`config.mk`:
```
export PLATFORM = sky130hd
export DESIGN_NAME = skl_ctrl
export DESIGN_NICKNAME = d
export VERILOG_FILES = /design/src/rtl/skl_pkg.sv /design/src/rtl/skl_ctrl.sv
export SDC_FILE = /design/constraint.sdc
export NUM_CORES = 1
export LEC_CHECK = 0
export ABC_CLOCK_PERIOD_IN_PS = 1240
export BUFFER_PORTS_ARGS = -buffer_cell sky130_fd_sc_hd__buf_4
export CORE_UTILIZATION = 38
export DETAILED_ROUTE_END_ITERATION = 16
export PLACE_DENSITY = 0.82
export SLEW_MARGIN = 20
export SYNTH_ARGS = -nofsm -noshare
export SYNTH_HDL_FRONTEND = slang
export SYNTH_SLANG_ARGS = --single-unit
```
`constraint.sdc`:
```
create_clock -name clock -period 1.24 [get_ports clock]
set_input_delay 0.124 -clock clock [delete_from_list [all_inputs] [get_ports clock]]
set_output_delay 0.124 -clock clock [all_outputs]
set_load 0.02 [all_outputs]
```
`src/rtl/skl_pkg.sv`:
```
// Shared types and constants for the skyline rectangle packer.
// Used by the controller, datapath and top level; no dependencies.
package skl_pkg;

   localparam int MAX_SEGMENTS_DEF = 256;
   localparam int DIM_W = 16;
   localparam int AREA_W = 32;
   localparam int CSR_IDX_W = 8;

   localparam logic [CSR_IDX_W-1:0] CSR_ATLAS_WIDTH = 8'd0;
   localparam logic [CSR_IDX_W-1:0] CSR_ATLAS_HEIGHT = 8'd1;

   localparam logic [DIM_W-1:0] ATLAS_WIDTH_RST = 16'd512;
   localparam logic [DIM_W-1:0] ATLAS_HEIGHT_RST = 16'd512;

   typedef struct packed {
      logic [DIM_W-1:0] x;
      logic [DIM_W-1:0] y;
      logic [DIM_W-1:0] w;
   } seg_type;

   localparam int SEG_W = $bits(seg_type);

   typedef enum logic [1:0] {
      RESP_FAIL,
      RESP_PLACE,
      RESP_CLEAR
   } resp_kind_type;

   typedef struct packed {
      logic          load_req;
      logic          init_border;
      logic          scan_start;
      logic          start_rd;
      logic          start_ev;
      logic          next_start;
      logic          walk_rd;
      logic          walk_ev;
      logic          copy_init;
      logic          copy_rd;
      logic          copy_ev;
      logic          flush;
      logic          area_mul;
      logic          area_add;
      logic          resp_load;
      resp_kind_type resp_kind;
   } cmd_type;

   typedef struct packed {
      logic mode;
      logic zero_or_full;
      logic i_done;
      logic x_fail;
      logic j_end;
      logic walk_fail;
      logic walk_done;
      logic found;
      logic k_done;
      logic ins_now;
      logic rsp_free;
   } sts_type;

endpackage

```
`src/rtl/skl_ctrl.sv`:
```
// Sequencer for the packer: border init and clear, scan, walk, store rewrite, area update, response.
// Depends on skl_pkg for the command and status structs.
module skl_ctrl (
   input  logic            clock,
   input  logic            reset,
   input  logic            req_valid,
   output logic            req_ready,
   input  skl_pkg::sts_type sts,
   output skl_pkg::cmd_type cmd
);
   import skl_pkg::*;

   typedef enum logic [3:0] {
      ST_INIT, ST_IDLE, ST_DECIDE, ST_CLR, ST_SCAN_RD, ST_SCAN_EV, ST_WALK_RD,
      ST_WALK_EV, ST_COPY_RD, ST_COPY_EV, ST_FLUSH, ST_MUL, ST_ADD, ST_RESP
   } state_type;

   state_type     state_ff, state_in;
   resp_kind_type kind_ff, kind_in;

   assign req_ready = (state_ff == ST_IDLE);

   always_comb begin
      state_in = state_ff;
      kind_in = kind_ff;
      cmd = '0;
      cmd.resp_kind = kind_ff;
      unique case (state_ff)
         ST_INIT: begin
            cmd.init_border = 1'b1;
            state_in = ST_IDLE;
         end
         ST_IDLE: begin
            if (req_valid) begin
               cmd.load_req = 1'b1;
               state_in = ST_DECIDE;
            end
         end
         ST_DECIDE: begin
            priority if (sts.mode) begin
               state_in = ST_CLR;
            end else if (sts.zero_or_full) begin
               kind_in = RESP_FAIL;
               state_in = ST_RESP;
            end else begin
               cmd.scan_start = 1'b1;
               state_in = ST_SCAN_RD;
            end
         end
         ST_CLR: begin
            cmd.init_border = 1'b1;
            kind_in = RESP_CLEAR;
            state_in = ST_RESP;
         end
         ST_SCAN_RD: begin
            priority if (sts.i_done && sts.found) begin
               cmd.copy_init = 1'b1;
               state_in = ST_COPY_RD;
            end else if (sts.i_done) begin
               kind_in = RESP_FAIL;
               state_in = ST_RESP;
            end else begin
               cmd.start_rd = 1'b1;
               state_in = ST_SCAN_EV;
            end
         end
         ST_SCAN_EV: begin
            if (sts.x_fail) begin
               cmd.next_start = 1'b1;
               state_in = ST_SCAN_RD;
            end else begin
               cmd.start_ev = 1'b1;
               state_in = ST_WALK_EV;
            end
         end
         ST_WALK_RD: begin
            if (sts.j_end) begin
               cmd.next_start = 1'b1;
               state_in = ST_SCAN_RD;
            end else begin
               cmd.walk_rd = 1'b1;
               state_in = ST_WALK_EV;
            end
         end
         ST_WALK_EV: begin
            cmd.walk_ev = 1'b1;
            if (sts.walk_fail || sts.walk_done) begin
               cmd.next_start = 1'b1;
               state_in = ST_SCAN_RD;
            end else begin
               state_in = ST_WALK_RD;
            end
         end
         ST_COPY_RD: begin
            if (sts.k_done) begin
               state_in = ST_FLUSH;
            end else begin
               cmd.copy_rd = 1'b1;
               state_in = ST_COPY_EV;
            end
         end
         ST_COPY_EV: begin
            cmd.copy_ev = 1'b1;
            if (!sts.ins_now) begin
               state_in = ST_COPY_RD;
            end
         end
         ST_FLUSH: begin
            cmd.flush = 1'b1;
            state_in = ST_MUL;
         end
         ST_MUL: begin
            cmd.area_mul = 1'b1;
            state_in = ST_ADD;
         end
         ST_ADD: begin
            cmd.area_add = 1'b1;
            kind_in = RESP_PLACE;
            state_in = ST_RESP;
         end
         ST_RESP: begin
            if (sts.rsp_free) begin
               cmd.resp_load = 1'b1;
               state_in = ST_IDLE;
            end
         end
         default: begin
            state_in = ST_INIT;
         end
      endcase
   end

   always_ff @(posedge clock) begin
      if (reset) begin
         state_ff <= ST_INIT;
         kind_ff <= RESP_FAIL;
      end else begin
         state_ff <= state_in;
         kind_ff <= kind_in;
      end
   end

endmodule

```
==> results of run 1 <==
[repair_timing]
item | CTS
pin swaps | 10
buffers inserted | 6
endpoints found under the setup margin | 22
resized for setup | 43
hold buffers | 0
[cells by family after synthesis]
family                 count (synthesis)
AO/OA/AOI/OAI                         25
flip-flops                             6
buffers and inverters                  8
AND/OR/NAND/NOR                       46
[synthesized netlist by cell type (2+ instances only)]
| cell | count |
|---|---|
| o21ai_0 | 5 |
| o211ai_1 | 3 |
| a21oi_1 | 3 |
| nor2_1 | 17 |
| buf_2 | 5 |
| dfxtp_1 | 6 |
| nor2b_1 | 3 |
| o22ai_1 | 2 |
| nor4_1 | 2 |
| inv_1 | 2 |
| nand2_1 | 5 |
| nor3_1 | 4 |
| a31oi_1 | 2 |
| nand2b_1 | 5 |
| nand3_1 | 4 |
| a41oi_1 | 2 |
[metrics by stage]
step / util, % / TNS, ps
3_3_place_gp: 74.8 / -156
3_5_place_dp: 74.8 / -413
4_1_cts: 91.2 / -2170
2_1_floorplan: - / -175
==> out/qor.txt, run 1 <==
Status = did not finish
Failing step = global routing (5_1_grt)
Stop err = [ERROR DPL-0038] Utilization greater than 100%, impossible to legalize
Yosys cell types = 31
XOR/XNOR share of the synthesized area = 0%
GR repair worst EP = cmd[13]
I/O pins = 32
Compound-Gate Fraction of Synth Area = 31.7%
Syn Std Cell Area = 568 um2
Synth Area in Simple Gates = 40.1%
Pre-CTS WS = -132 ps
Synth area leader = dfxtp_1
Synthesis Warnings = 0
Syn Area/Cell = 6.68 um2
Die Span Y = 40.7 um
Total CTS buffers = 3
CTS max path bufs = 2
Net count after synthesis = 99
Post-DP Area = 1010 um2
Port Buf Inserts = 31
Core Rows = 13
Main synth FF type = dfxtp_1
Initial Utilization = 42.1%
Area contributors post-synth = dfxtp_1 21%, nor2_1 11%, nand2b_1 5.5%
Final GP Congestion = 0.967
Number of flops mapped to enable cells by yosys = 0
Hpwl dp = 1710 um
Post-synthesis sequential area ratio = 21.1%
Synth Register Bits = 6
Clock Root Buffer = clkbuf_4
Die Width = 40.7 um
Largest family of logic cells by synthesized area = simple AND/OR/NAND/NOR gates
Synth Instances = 85
Synth Area in Adders = 0%
Clock sinks = 6
Worst endpoint type = output port
CTS HTree Levels = 1
Yosys top cell area share = 21.1%
Largest net degree at the start of global routing = 11
Placed Cells incl. Taps = 152
Synth async-reset ratio = 0%
Proportion of synthesized area in mux cells = 0%
==> run 2, diff against run 1 <==
--- a/config.mk
+++ b/config.mk
@@ -5,11 +5,12 @@
 export SDC_FILE = /design/constraint.sdc
 export NUM_CORES = 1
 export LEC_CHECK = 0
-export ABC_CLOCK_PERIOD_IN_PS = 1240
+export ABC_CLOCK_PERIOD_IN_PS = 1600
 export BUFFER_PORTS_ARGS = -buffer_cell sky130_fd_sc_hd__buf_4
-export CORE_UTILIZATION = 38
+export CORE_AREA = 2 2 63 65
 export DETAILED_ROUTE_END_ITERATION = 16
-export PLACE_DENSITY = 0.82
+export DIE_AREA = 0 0 65 67
+export PLACE_DENSITY_LB_ADDON = 0.15
 export SLEW_MARGIN = 20
 export SYNTH_ARGS = -nofsm -noshare
 export SYNTH_HDL_FRONTEND = slang
==> constraint.sdc (replaced) <==
create_clock -name clock -period 1.6 [get_ports clock]
set_input_delay 0.16 -clock clock [delete_from_list [all_inputs] [get_ports clock]]
set_output_delay 0.16 -clock clock [all_outputs]
set_load 0.02 [all_outputs]
==> run 2 against run 1 <==
Effect of this change:
- the run now ends clean
- synthesized area is the same
- synthesized cell count is the same
==> out/qor.txt, run 2 <==
Status = complete, no violations
Overall power = 1.59 mW
Synth async-reset ratio = 0%
Wire per inst = 12.4 um
Gr ovfl total = 0
Final GP Congestion = 0.725
Largest net degree at the start of global routing = 15
Internal power = 858 uW
Reg-to-reg startpoint = state_ff[0]
Register clock-pin slew on the reported worst setup and hold paths = 40 ps
Initial antenna violation count = 0
Number of flops mapped to enable cells by yosys = 0
Share of layout cells above drive strength 1 = 43.1%
Final Skew = 0.871 ps
Number of global-route vias before repair = 730
Sequential share of power = 21.5%
Crit Path Class = reg -> out
Post-synthesis sequential area ratio = 21.1%
Worst Tran Pin Value = 358 ps
Reg2reg path depth = 4
Startpoint types = register
Largest register FFs = 4
Worst Hold Endpoint = state_ff[1]
Worst EP arrival = 1360 ps
Main synth FF type = dfxtp_1
PwrDens = 1640 nW/um2
Synth area leader = dfxtp_1
Peak supply drop = 0.560 mV
I/O pins = 32
Vias per std cell = 4.45
RSZ-0062 raised after global routing = no
Placed Cells incl. Taps = 168
Full die area = 4360 um2
Most common cell after layout, fill and taps aside = buf_4
Gr usage total = 10.1%
Yosys top cell area share = 21.1%
Syn Area/Cell = 6.68 um2
Period utilization = 95.0%
Syn Std Cell Area = 568 um2
Final routed DRC violation total = 0
Psw = 732 uW
Die Width = 65 um
DR vias = 761
# resized after CTS = 4
Post-CTS Setup Bufs = 0
Synth Instances = 85
# fillers = 409
CTS max path bufs = 2
Worst slew margin = 76.1%
Final hold violations = 0
Total CTS buffers = 3
Hold depth = 2
Initial Utilization = 15.8%
Top cells by count, synth = 17 x nor2_1, 6 x dfxtp_1
Worst flop-to-flop path endpoint = state_ff[1]
CTS HTree Levels = 1
Clock sinks = 6
Synthesis Warnings = 0
Synth-to-Final Area Change = 70.3%
Design Area, Final = 967 um2
Setup TNS = 0 ps
Hold Slack = 158 ps
Final WL = 2120 um
M1 WL = 1020 um
Maxcap violations = 0
F_max = 0.658 GHz
Routed met3 length = 115 um
Core ar. = 3610 um2
Min-Delay Path Class = in -> reg
Leak pwr = 0.399 nW
R2R setup slack = 230 ps
Hpwl dp = 1750 um
Most frequent cells in the layout = 40 x buf_4, 17 x nor2_1, 5 x nand2_1, 5 x nand2b_1, 5 x o21ai_0
CTS Hold Bufs = 0
Setup-failing EPs final = 0
Most flops, register = state_ff
First-pass GRT wire length = 3470 um
Yosys cell types = 31
Synth Register Bits = 6
Crit end category = output pin
# nets final = 139
Final Max Slew Viols = 0
TritonRoute pass-1 iters = 4
Antenna cells = 0
Post-Layout Cell Count = 171
Switching Fraction = 46.0%
Most frequent cell after synthesis = nor2_1
Worst path required time = 1440 ps
Area contributors post-synth = dfxtp_1 21%, nor2_1 11%, nand2b_1 5.5%
Combinational share of power = 64.4%
Core Rows = 22
CTS tree = yes
Worst-Skew Late Latency = 220 ps
Tmin final = 1520 ps
Clock Root Buffer = clkbuf_8
First-iteration detailed-routing DRC count = 14
Startpoint of the worst hold path = reset
Net count after synthesis = 99
Uppermost layer routed = met3
Post-DP Area = 903 um2
Die Span Y = 67 um
Port Buf Inserts = 31
WL met2 = 981 um
Largest regs = state_ff (4), kind_ff (2)
CP max FO = 8
Final antenna-violating net count = 0
Clock share of power = 14.1%
## run 2: cell counts after synthesis
Identical to the previous run, type by type.
## run 2: area by class of cell
cell class | count | area [um2] | area share, %
multi-input combinational | 71 | 417 | 43.1
timing repair buffer | 41 | 312 | 32.2
sequential | 6 | 130 | 13.5
tap | 48 | 60.1 | 6.21
clock buffer | 3 | 41.3 | 4.27
inverter | 2 | 7.51 | 0.776
## run 2: worst max-delay path by stage
| stage | start | to | slack (ps) | cells past startpoint |
|---|---|---|---|---|
| 2_1_floorplan | state_ff[3] | cmd[14] | 140 | 3 |
| 3_5_place_dp | state_ff[0] | state_ff[1] | 90 | 4 |
| 4_1_cts | state_ff[3] | cmd[14] | 10 | 4 |
| 3_3_place_gp | state_ff[3] | cmd[14] | 100 | 4 |
| 5_1_grt | state_ff[1] | cmd[3] | 10 | 5 |
| 6_report | state_ff[3] | cmd[14] | 80 | 4 |
## run 2: power by group through the flow
stage          sequential, mW  clock, mW  combinational (mW)
6_report                0.342      0.224                1.02
5_1_grt                 0.361      0.241                1.11
4_1_cts                 0.324      0.232                1.02
3_5_place_dp            0.318          0                1.00
3_3_place_gp            0.320          0                1.02
2_1_floorplan           0.248          0               0.657
## run 2: logic make-up after synthesis
kind of cell | after synthesis | share of synthesized area [%]
and+or+nand+nor | 46 | 40.1
AOI/OAI and AO/OA | 25 | 31.7
buffers and inverters | 8 | 7.05
DFF | 6 | 21.1
## run 2: routing by layer
layer / global-route usage, % / vias to the layer above
met4: 0.798 / 0
met1: 13.8 / 339
met5: 0 / -
li1: - / 398
met2: 16.0 / 24
met3: 3.38 / 0
## run 2: worst max-delay path, stage by stage, from the launching register on
cell and delay, ps:
dfxtp_2 350, or2_4 290, buf_4 160, nor4_2 160
buf_4 190
## run 2: metrics by stage
step	setup WS (ps)	util [%]
floorplan	139	-
global placement	95.6	25.1
detailed placement	85.9	25.1
CTS	10.7	26.5
global route	10.8	26.8
finish	80.3	26.8
Power figures use the tool's default switching activity.
